**src/hw/rtl/dtle_pkg.sv**
```systemverilog
// Shared types and constants for the DRAT text line encoder.
`timescale 1ns / 1ps

package dtle_pkg;

	localparam logic [1:0] CMD_BEGIN   = 2'd0;
	localparam logic [1:0] CMD_LITERAL = 2'd1;
	localparam logic [1:0] CMD_END     = 2'd2;

	localparam logic [2:0] KIND_DELETED   = 3'd0;
	localparam logic [2:0] KIND_INPUT     = 3'd1;
	localparam logic [2:0] KIND_REDUNDANT = 3'd2;
	localparam logic [2:0] KIND_ASSERTED  = 3'd3;

	localparam logic [7:0] CHAR_D       = 8'h64;
	localparam logic [7:0] CHAR_I       = 8'h69;
	localparam logic [7:0] CHAR_R       = 8'h72;
	localparam logic [7:0] CHAR_A       = 8'h61;
	localparam logic [7:0] CHAR_MINUS   = 8'h2d;
	localparam logic [7:0] CHAR_ZERO    = 8'h30;
	localparam logic [7:0] CHAR_SPACE   = 8'h20;
	localparam logic [7:0] CHAR_NEWLINE = 8'h0a;

	localparam logic [0:0] REG_EXTENSION_PRESENT = 1'b0;

	typedef struct packed {
		logic load;
		logic step;
		logic shift_digit;
	} bcd_ctrl_t;

endpackage

```
**src/hw/rtl/dtle_item_if.sv**
```systemverilog
// Input item channel: clause commands and literals.
`timescale 1ns / 1ps

interface dtle_item_if;
	logic        valid;
	logic        ready;
	logic [1:0]  command;
	logic [2:0]  kind;
	logic [31:0] variable;
	logic        negated;

	modport source (output valid, command, kind, variable, negated, input ready);
	modport sink (input valid, command, kind, variable, negated, output ready);
endinterface

```
**src/hw/rtl/dtle_byte_if.sv**
```systemverilog
// Output channel: one text byte per beat.
`timescale 1ns / 1ps

interface dtle_byte_if;
	logic       valid;
	logic       ready;
	logic [7:0] text_byte;
	logic       last_byte;

	modport source (output valid, text_byte, last_byte, input ready);
	modport sink (input valid, text_byte, last_byte, output ready);
endinterface

```
**src/hw/rtl/dtle_apb_regs.sv**
```systemverilog
// APB configuration register block for the DRAT text line encoder.
`timescale 1ns / 1ps

module dtle_apb_regs (
	input  logic        clk,
	input  logic        arst_n,
	input  logic        psel,
	input  logic        penable,
	input  logic        pwrite,
	input  logic [2:0]  paddr,
	input  logic [31:0] pwdata,
	output logic [31:0] prdata,
	output logic        pready,
	output logic        extension_present
);

	logic ext_q;
	logic wr_en;
	logic hit;

	assign pready = 1'b1;
	assign hit    = (paddr[2] == dtle_pkg::REG_EXTENSION_PRESENT);
	assign wr_en  = psel && penable && pwrite && hit;

	always_ff @(posedge clk or negedge arst_n) begin
		if (!arst_n) begin
			ext_q <= 1'b0;
		end else if (wr_en) begin
			ext_q <= pwdata[0];
		end
	end

	assign prdata            = hit ? {31'd0, ext_q} : 32'd0;
	assign extension_present = ext_q;

endmodule

```
**src/hw/rtl/dtle_bcd_unit.sv**
```systemverilog
// Shared shift and add-3 unit: binary to BCD, then digit shift-out from the top.
`timescale 1ns / 1ps

module dtle_bcd_unit #(
	parameter int VAR_BITS = 32,
	parameter int NDIG     = 10
) (
	input  logic                  clk,
	input  dtle_pkg::bcd_ctrl_t   ctrl,
	input  logic [VAR_BITS-1:0]   load_value,
	output logic [3:0]            top_digit
);

	localparam int BW = 4 * NDIG;

	logic [VAR_BITS-1:0] bin_q;
	logic [BW-1:0]       bcd_q;
	logic [BW-1:0]       bcd_adj;

	always_comb begin
		for (int i = 0; i < NDIG; i++) begin
			if (bcd_q[4*i +: 4] >= 4'd5) begin
				bcd_adj[4*i +: 4] = bcd_q[4*i +: 4] + 4'd3;
			end else begin
				bcd_adj[4*i +: 4] = bcd_q[4*i +: 4];
			end
		end
	end

	always_ff @(posedge clk) begin
		if (ctrl.load) begin
			bin_q <= load_value;
			bcd_q <= '0;
		end else if (ctrl.step) begin
			bin_q <= {bin_q[VAR_BITS-2:0], 1'b0};
			bcd_q <= {bcd_adj[BW-2:0], bin_q[VAR_BITS-1]};
		end else if (ctrl.shift_digit) begin
			bcd_q <= {bcd_q[BW-5:0], 4'd0};
		end
	end

	assign top_digit = bcd_q[BW-1 -: 4];

endmodule

```
**src/hw/rtl/drat_text_line_encoder.sv**
```systemverilog
// Top level: DRAT proof text line encoder with its clause sequencer.
// Begin with prefix: emits the kind letter and a space, 2 bytes, then returns to idle.
// Literal: shift/add-3 conversion, then an optional minus sign, zero skip, digit bytes and a
// space; a zero variable gives no digits. The next item is accepted only once the sequencer is idle.
// End: 2 bytes, zero and newline; other items emit nothing. Output stalls hold the emitting states.
// Reset clears the sequencer, the output valid flag, the suppression flag and the register.
`timescale 1ns / 1ps

module drat_text_line_encoder #(
	parameter int VAR_BITS = 32
) (
	input  logic        clk,
	input  logic        arst_n,
	dtle_item_if.sink   items,
	dtle_byte_if.source text,
	input  logic        psel,
	input  logic        penable,
	input  logic        pwrite,
	input  logic [2:0]  paddr,
	input  logic [31:0] pwdata,
	output logic [31:0] prdata,
	output logic        pready
);

	localparam int NDIG = (VAR_BITS * 77) / 256 + 1;
	localparam int CW   = $clog2(VAR_BITS);

	typedef enum logic [8:0] {
		ST_IDLE  = 9'b000000001,
		ST_LEAD  = 9'b000000010,
		ST_SPACE = 9'b000000100,
		ST_CONV  = 9'b000001000,
		ST_SIGN  = 9'b000010000,
		ST_SKIP  = 9'b000100000,
		ST_DIGIT = 9'b001000000,
		ST_ZERO  = 9'b010000000,
		ST_NL    = 9'b100000000
	} state_t;

	state_t              state_q;
	logic                supp_q;
	logic                neg_q;
	logic                zero_q;
	logic [7:0]          lead_q;
	logic [CW-1:0]       cnt_q;
	logic                text_valid_q;
	logic [7:0]          text_byte_q;
	logic                last_byte_q;

	logic                ext;
	logic                accept;
	logic                can_load;
	logic                emit;
	logic                fire;
	logic [7:0]          emit_byte;
	logic                emit_last;
	logic [7:0]          lead_char;
	logic [VAR_BITS-1:0] var_masked;
	logic [3:0]          top_digit;
	dtle_pkg::bcd_ctrl_t bcd_ctrl;

	dtle_apb_regs u_regs (
		.clk               (clk),
		.arst_n            (arst_n),
		.psel              (psel),
		.penable           (penable),
		.pwrite            (pwrite),
		.paddr             (paddr),
		.pwdata            (pwdata),
		.prdata            (prdata),
		.pready            (pready),
		.extension_present (ext)
	);

	dtle_bcd_unit #(
		.VAR_BITS (VAR_BITS),
		.NDIG     (NDIG)
	) u_bcd (
		.clk        (clk),
		.ctrl       (bcd_ctrl),
		.load_value (var_masked),
		.top_digit  (top_digit)
	);

	assign items.ready = (state_q == ST_IDLE);
	assign accept      = items.valid && items.ready;
	assign var_masked  = items.variable[VAR_BITS-1:0];
	assign can_load    = !text_valid_q || text.ready;
	assign fire        = emit && can_load;

	always_comb begin
		case (items.kind)
			dtle_pkg::KIND_DELETED:   lead_char = dtle_pkg::CHAR_D;
			dtle_pkg::KIND_INPUT:     lead_char = dtle_pkg::CHAR_I;
			dtle_pkg::KIND_REDUNDANT: lead_char = dtle_pkg::CHAR_R;
			dtle_pkg::KIND_ASSERTED:  lead_char = dtle_pkg::CHAR_A;
			default:                  lead_char = 8'd0;
		endcase
	end

	always_comb begin
		emit      = 1'b1;
		emit_byte = dtle_pkg::CHAR_SPACE;
		emit_last = 1'b0;
		case (state_q)
			ST_LEAD:  emit_byte = lead_q;
			ST_SPACE: emit_last = 1'b1;
			ST_SIGN:  emit_byte = dtle_pkg::CHAR_MINUS;
			ST_DIGIT: emit_byte = dtle_pkg::CHAR_ZERO + {4'd0, top_digit};
			ST_ZERO:  emit_byte = dtle_pkg::CHAR_ZERO;
			ST_NL: begin
				emit_byte = dtle_pkg::CHAR_NEWLINE;
				emit_last = 1'b1;
			end
			default:  emit = 1'b0;
		endcase
	end

	assign bcd_ctrl.load        = accept && (items.command == dtle_pkg::CMD_LITERAL) && !supp_q;
	assign bcd_ctrl.step        = (state_q == ST_CONV);
	assign bcd_ctrl.shift_digit = ((state_q == ST_SKIP) && (top_digit == 4'd0))
		|| ((state_q == ST_DIGIT) && fire);

	always_ff @(posedge clk) begin
		if (fire) begin
			text_byte_q <= emit_byte;
			last_byte_q <= emit_last;
		end
		if (accept) begin
			neg_q  <= items.negated;
			zero_q <= (var_masked == '0);
			lead_q <= lead_char;
		end
	end

	always_ff @(posedge clk or negedge arst_n) begin
		if (!arst_n) begin
			state_q      <= ST_IDLE;
			supp_q       <= 1'b0;
			text_valid_q <= 1'b0;
			cnt_q        <= '0;
		end else begin
			if (fire) begin
				text_valid_q <= 1'b1;
			end else if (text.ready) begin
				text_valid_q <= 1'b0;
			end
			case (state_q)
				ST_IDLE: begin
					if (accept) begin
						case (items.command)
							dtle_pkg::CMD_BEGIN: begin
								if (items.kind == dtle_pkg::KIND_ASSERTED && !ext) begin
									supp_q <= 1'b1;
								end else begin
									supp_q <= 1'b0;
									if (items.kind inside {[dtle_pkg::KIND_DELETED:
										dtle_pkg::KIND_ASSERTED]}) begin
										state_q <= ST_LEAD;
									end
								end
							end
							dtle_pkg::CMD_LITERAL: begin
								if (!supp_q) begin
									cnt_q   <= CW'(VAR_BITS - 1);
									state_q <= ST_CONV;
								end
							end
							dtle_pkg::CMD_END: begin
								if (supp_q) begin
									supp_q <= 1'b0;
								end else begin
									state_q <= ST_ZERO;
								end
							end
							default: ;
						endcase
					end
				end
				ST_CONV: begin
					if (cnt_q == '0) begin
						cnt_q <= CW'(NDIG - 1);
						if (neg_q) begin
							state_q <= ST_SIGN;
						end else if (zero_q) begin
							state_q <= ST_SPACE;
						end else begin
							state_q <= ST_SKIP;
						end
					end else begin
						cnt_q <= cnt_q - 1'b1;
					end
				end
				ST_SIGN: begin
					if (fire) begin
						state_q <= zero_q ? ST_SPACE : ST_SKIP;
					end
				end
				ST_SKIP: begin
					if (top_digit != 4'd0) begin
						state_q <= ST_DIGIT;
					end else begin
						cnt_q <= cnt_q - 1'b1;
					end
				end
				ST_DIGIT: begin
					if (fire) begin
						if (cnt_q == '0) begin
							state_q <= ST_SPACE;
						end else begin
							cnt_q <= cnt_q - 1'b1;
						end
					end
				end
				ST_LEAD: begin
					if (fire) begin
						state_q <= ST_SPACE;
					end
				end
				ST_SPACE: begin
					if (fire) begin
						state_q <= ST_IDLE;
					end
				end
				ST_ZERO: begin
					if (fire) begin
						state_q <= ST_NL;
					end
				end
				ST_NL: begin
					if (fire) begin
						state_q <= ST_IDLE;
					end
				end
				default: state_q <= ST_IDLE;
			endcase
		end
	end

	assign text.valid     = text_valid_q;
	assign text.text_byte = text_byte_q;
	assign text.last_byte = last_byte_q;

endmodule

```
**src/flat_wrapper.sv**
```systemverilog
// flat-port wrapper written by rule: the top's interface ports become plain ports
module drat_text_line_encoder_flat 
#(
	parameter int VAR_BITS = 32
)
  (clk, arst_n, psel, penable, pwrite, paddr, pwdata, prdata, pready, items_valid, items_command, items_kind, items_variable, items_negated, items_ready, text_valid, text_text_byte, text_last_byte, text_ready);
  dtle_item_if items_i ();
  dtle_byte_if text_i ();
  input  logic clk;
  input  logic arst_n;
  input  logic psel;
  input  logic penable;
  input  logic pwrite;
  input  logic [2:0] paddr;
  input  logic [31:0] pwdata;
  output logic [31:0] prdata;
  output logic pready;
  input wire logic [$bits(items_i.valid)-1:0] items_valid;
  input wire logic [$bits(items_i.command)-1:0] items_command;
  input wire logic [$bits(items_i.kind)-1:0] items_kind;
  input wire logic [$bits(items_i.variable)-1:0] items_variable;
  input wire logic [$bits(items_i.negated)-1:0] items_negated;
  output wire logic [$bits(items_i.ready)-1:0] items_ready;
  output wire logic [$bits(text_i.valid)-1:0] text_valid;
  output wire logic [$bits(text_i.text_byte)-1:0] text_text_byte;
  output wire logic [$bits(text_i.last_byte)-1:0] text_last_byte;
  input wire logic [$bits(text_i.ready)-1:0] text_ready;
  assign items_i.valid = items_valid;
  assign items_i.command = items_command;
  assign items_i.kind = items_kind;
  assign items_i.variable = items_variable;
  assign items_i.negated = items_negated;
  assign items_ready = items_i.ready;
  assign text_valid = text_i.valid;
  assign text_text_byte = text_i.text_byte;
  assign text_last_byte = text_i.last_byte;
  assign text_i.ready = text_ready;
  drat_text_line_encoder #(.VAR_BITS(VAR_BITS)) u_core (.clk(clk), .arst_n(arst_n), .items(items_i), .text(text_i), .psel(psel), .penable(penable), .pwrite(pwrite), .paddr(paddr), .pwdata(pwdata), .prdata(prdata), .pready(pready));
endmodule
```
**config.mk**
```make
export PLATFORM = sky130hd
export DESIGN_NAME = drat_text_line_encoder_flat
export DESIGN_NICKNAME = d
export VERILOG_FILES = /design/src/hw/rtl/dtle_pkg.sv /design/src/hw/rtl/dtle_item_if.sv /design/src/hw/rtl/dtle_byte_if.sv /design/src/hw/rtl/dtle_apb_regs.sv /design/src/hw/rtl/dtle_bcd_unit.sv /design/src/hw/rtl/drat_text_line_encoder.sv /design/src/flat_wrapper.sv
export SDC_FILE = /design/constraint.sdc
export NUM_CORES = 1
export LEC_CHECK = 0
export ABC_AREA = 1
export BUFFER_PORTS_ARGS = -buffer_cell sky130_fd_sc_hd__buf_2
export CAP_MARGIN = 20
export CELL_PAD_IN_SITES_DETAIL_PLACEMENT = 0
export CELL_PAD_IN_SITES_GLOBAL_PLACEMENT = 1
export CORE_MARGIN = 1
export CORE_UTILIZATION = 45
export CTS_BUF_LIST = sky130_fd_sc_hd__clkbuf_8
export DETAILED_ROUTE_END_ITERATION = 7
export GPL_TIMING_DRIVEN = 0
export HOLD_SLACK_MARGIN = 0.1
export PLACE_DENSITY = 0.91
export SYNTH_ARGS = -nofsm -noshare
export SYNTH_HDL_FRONTEND = slang
export SYNTH_SLANG_ARGS = --single-unit
```
**constraint.sdc**
```tcl
create_clock -name clk -period 8.1 [get_ports clk]
set_input_delay 1.215 -clock clk [delete_from_list [all_inputs] [get_ports clk]]
set_output_delay 1.215 -clock clk [all_outputs]
set_load 0.02 [all_outputs]
```
==> flow_metrics.tcl <==
set metrics [dict create \
    status "complete, no violations" \
    start_kind "primary input" \
    critPathArrivalTime_ps 3080 \
    place_congestion 0.8573 \
    rows 42 \
    worst_pin_slew_ps 691.0 \
    path_clk_slew_ps 100 \
    ctsRootBufferMaster "clkbuf_8" \
    die_w_um 119.1 \
    drcViolationCount 0 \
    cts_tree "done" \
    num_vias 5454 \
    htreeDepth 3 \
    wl_per_cell_um 13.23 \
    synth_commonest_cells "233 x nand2_1, 88 x inv_1, 63 x o21ai_0" \
    crit_fanout 23 \
    synth_top_area_share_pct 22.88 \
    diodes 0 \
    dp_worst_setup_slack_ps 4722 \
    yosysMostFrequentCell "nand2_1" \
    path_class "in2reg" \
    setup_tns_ps 0 \
    hold_violations 0 \
    cts_buffers 9 \
    dp_cells 1080 \
    yosysSeqAreaShare_pct 42.77 \
    first_pass_iters 5 \
    ys.warnings.count 0 \
    setup_slack_ps 5117 \
    ios 124 \
    pwr-share-comb_pct 44.7 \
    antenna_found_initial 0 \
    grt_pass1_vias 5090 \
    clk_latency_ps 380 \
    port_buffers 57 \
    nNetsFinal 1020 \
    slew_headroom_pct 53.77 \
    grtUsageTotal_pct 21.84 \
    coreArea_um2 13300 \
    drive_above_1_share_pct 17.07 \
    areaGrowthSynthToFinish_pct 13.93 \
    grt_setup_unrepaired "no" \
    fin_crit_ps 2983 \
    grt_pass1_wl_um 24530 \
    cts_sinks 104 \
    max-cap-violations 0 \
    p_switching_uw 950.5 \
    p_total_uw 2184 \
    p_seq_share_pct 38.9 \
    die_h_um 119.1 \
    routed_via_density 4.976 \
    max_freq_mhz 335.2 \
    synthTopCellsByArea "edfxtp_1 23%, nand2_1 14%, dfxtp_1 13%" \
    overflow 0 \
    swShare_pct 43.51 \
    power_density_nw_per_um2 310.8 \
    hold_path.class "reg2reg" \
    cp.required_ps 8200 \
    postSynthCellCount 815 \
    drtIter0Drc 413 \
    grt_max_degree 24 \
    antenna_left 0 \
    synth-async-reset-ratio_pct 16.35 \
    postCtsSetupRepairBufs 0 \
    worstSetupEndpointType "flop" \
    initial_core_util_pct 46.41 \
    detailed_place_hpwl_um 10570 \
    ys_ff_latch 104 \
    pwr-share-clk_pct 16.4 \
    die_area_um2 14180 \
    synth_area_leader_cell "edfxtp_1" \
    nFillCells 1322 \
    fin_crit_sh_pct 36.83 \
    multi_input_area_um2 2940 \
    ir_drop_v 0.0001331 \
    regArea_um2 2639 \
    yosys_most_used_dff "edfxtp_1" \
    syn_area_um2 6170 \
    postCtsHoldBufs 0 \
    slew_violations 0 \
    internal-power_uw 1234 \
    setup_viol 0 \
    synth-edff-count 47 \
    p_leak_uw 0.003318 \
    ctsResizeCount 0 \
    wl_um 14500 \
    synth_cell_type_count 36 \
    skew_ps 9.085 \
    synth.avg_cell_area_um2 7.570 \
    cts_buffer_depth 2 \
    final_cell_count_no_fill 1096 \
]
-- state kept, by name (all words and copies together), names as in the netlist, 5 cells and up --
signal,cells
u_core.u_bcd.bcd_q,40
u_core.u_bcd.bin_q,32
u_core.state_q,9
u_core.text.text_byte,7
u_core.cnt_q,5
u_core.lead_q,5
-- path summary, 6_finish.rpt --
path / slack, ps / depth (start not counted) / end / from
hold reg to reg: 490 / 2 / u_core.u_bcd.bcd_q[3] / u_core.u_bcd.bcd_q[3]
setup / recovery: 5120 / 9 / u_core.u_bcd.bin_q[13] / items_command[1]
max in group asynchronous: 7030 / 1 / u_core.state_q[0] / arst_n
min in group asynchronous: 750 / 1 / u_core.supp_q / arst_n
hold / removal: 490 / 2 / u_core.u_bcd.bcd_q[3] / u_core.u_bcd.bcd_q[3]
setup reg to reg: 5230 / 9 / u_core.u_bcd.bin_q[13] / u_core.state_q[2]
-- per-layer routing --
layer	up-vias	track usage [%]	routed length (µm)
li1	2822	-	-
met1	2456	30.04	6996
met2	158	35.03	6472
met3	18	2.730	771
met4	0	8.228	258
met5	-	0	0
-- critical path, stage by stage --
cell,delay (ps)
buf_2,130
inv_1,80
ha_1,190
nand2_1,110
nor3_4,300
inv_2,160
buf_2,220
nand2_1,420
buf_16,230
-- power groups by stage --
| stage | combinational (µW) | clock [µW] | sequential [µW] |
|---|---|---|---|
| CTS | 975 | 368 | 847 |
| finish | 977 | 359 | 849 |
| global route | 1130 | 388 | 870 |
| global placement | 947 | 0 | 858 |
| floorplan | 713 | 0 | 855 |
| detailed placement | 972 | 0 | 859 |
-- final cells by class --
class	instances	area share (%)
clock inverters	7	1.228
plain buffers	57	5.198
repair buffers	58	4.450
well taps	176	3.133
clock buffers	9	1.762
inverters	91	4.859
multi-input cells	594	41.83
flip-flops and latches	104	37.54
-- cells by family (layout without fill, tap and decap cells) --
logic type      after synthesis  in the layout  share of synthesized area [%]
xor+xnor                      6              6                         0.8517
buf+inv                     148            222                          11.46
compound gates              152            152                          13.12
other cells                   2             33                         0.1217
simple gates                378            378                          26.61
flops                       104            104                          42.77
fa+ha+maj                    25             25                          5.070
-- metrics by stage --
| stage | cell area (µm²) | hold WS (ps) | util [%] |
|---|---|---|---|
| finish | 7029 | 490.0 | 52.87 |
| CTS | 7029 | 495.2 | 52.87 |
| floorplan | 6286 | 452.9 | - |
| detailed placement | 6819 | 480.0 | 51.29 |
| global placement | 6792 | 474.2 | 51.08 |
| global route | 7029 | 521.5 | 52.87 |
-- cell usage in the layout, fill, tap and decap left out, types with 5 or more instances in the layout --
cell	count
clkbuf_8	9
edfxtp_1	47
inv_1	89
dfxtp_1	40
nor4_1	8
xor2_1	6
ha_1	25
nand4_1	11
a31oi_1	9
nand3_1	43
or2_2	11
nand2_1	233
a21oi_1	58
nor2_1	48
o211ai_1	10
o21ai_1	7
dfrtp_1	16
buf_2	76
nor2_2	6
nor3_1	5
buf_4	34
o21ai_0	63
conb_1	33
Note: power is estimated with default switching activity, not from simulation.
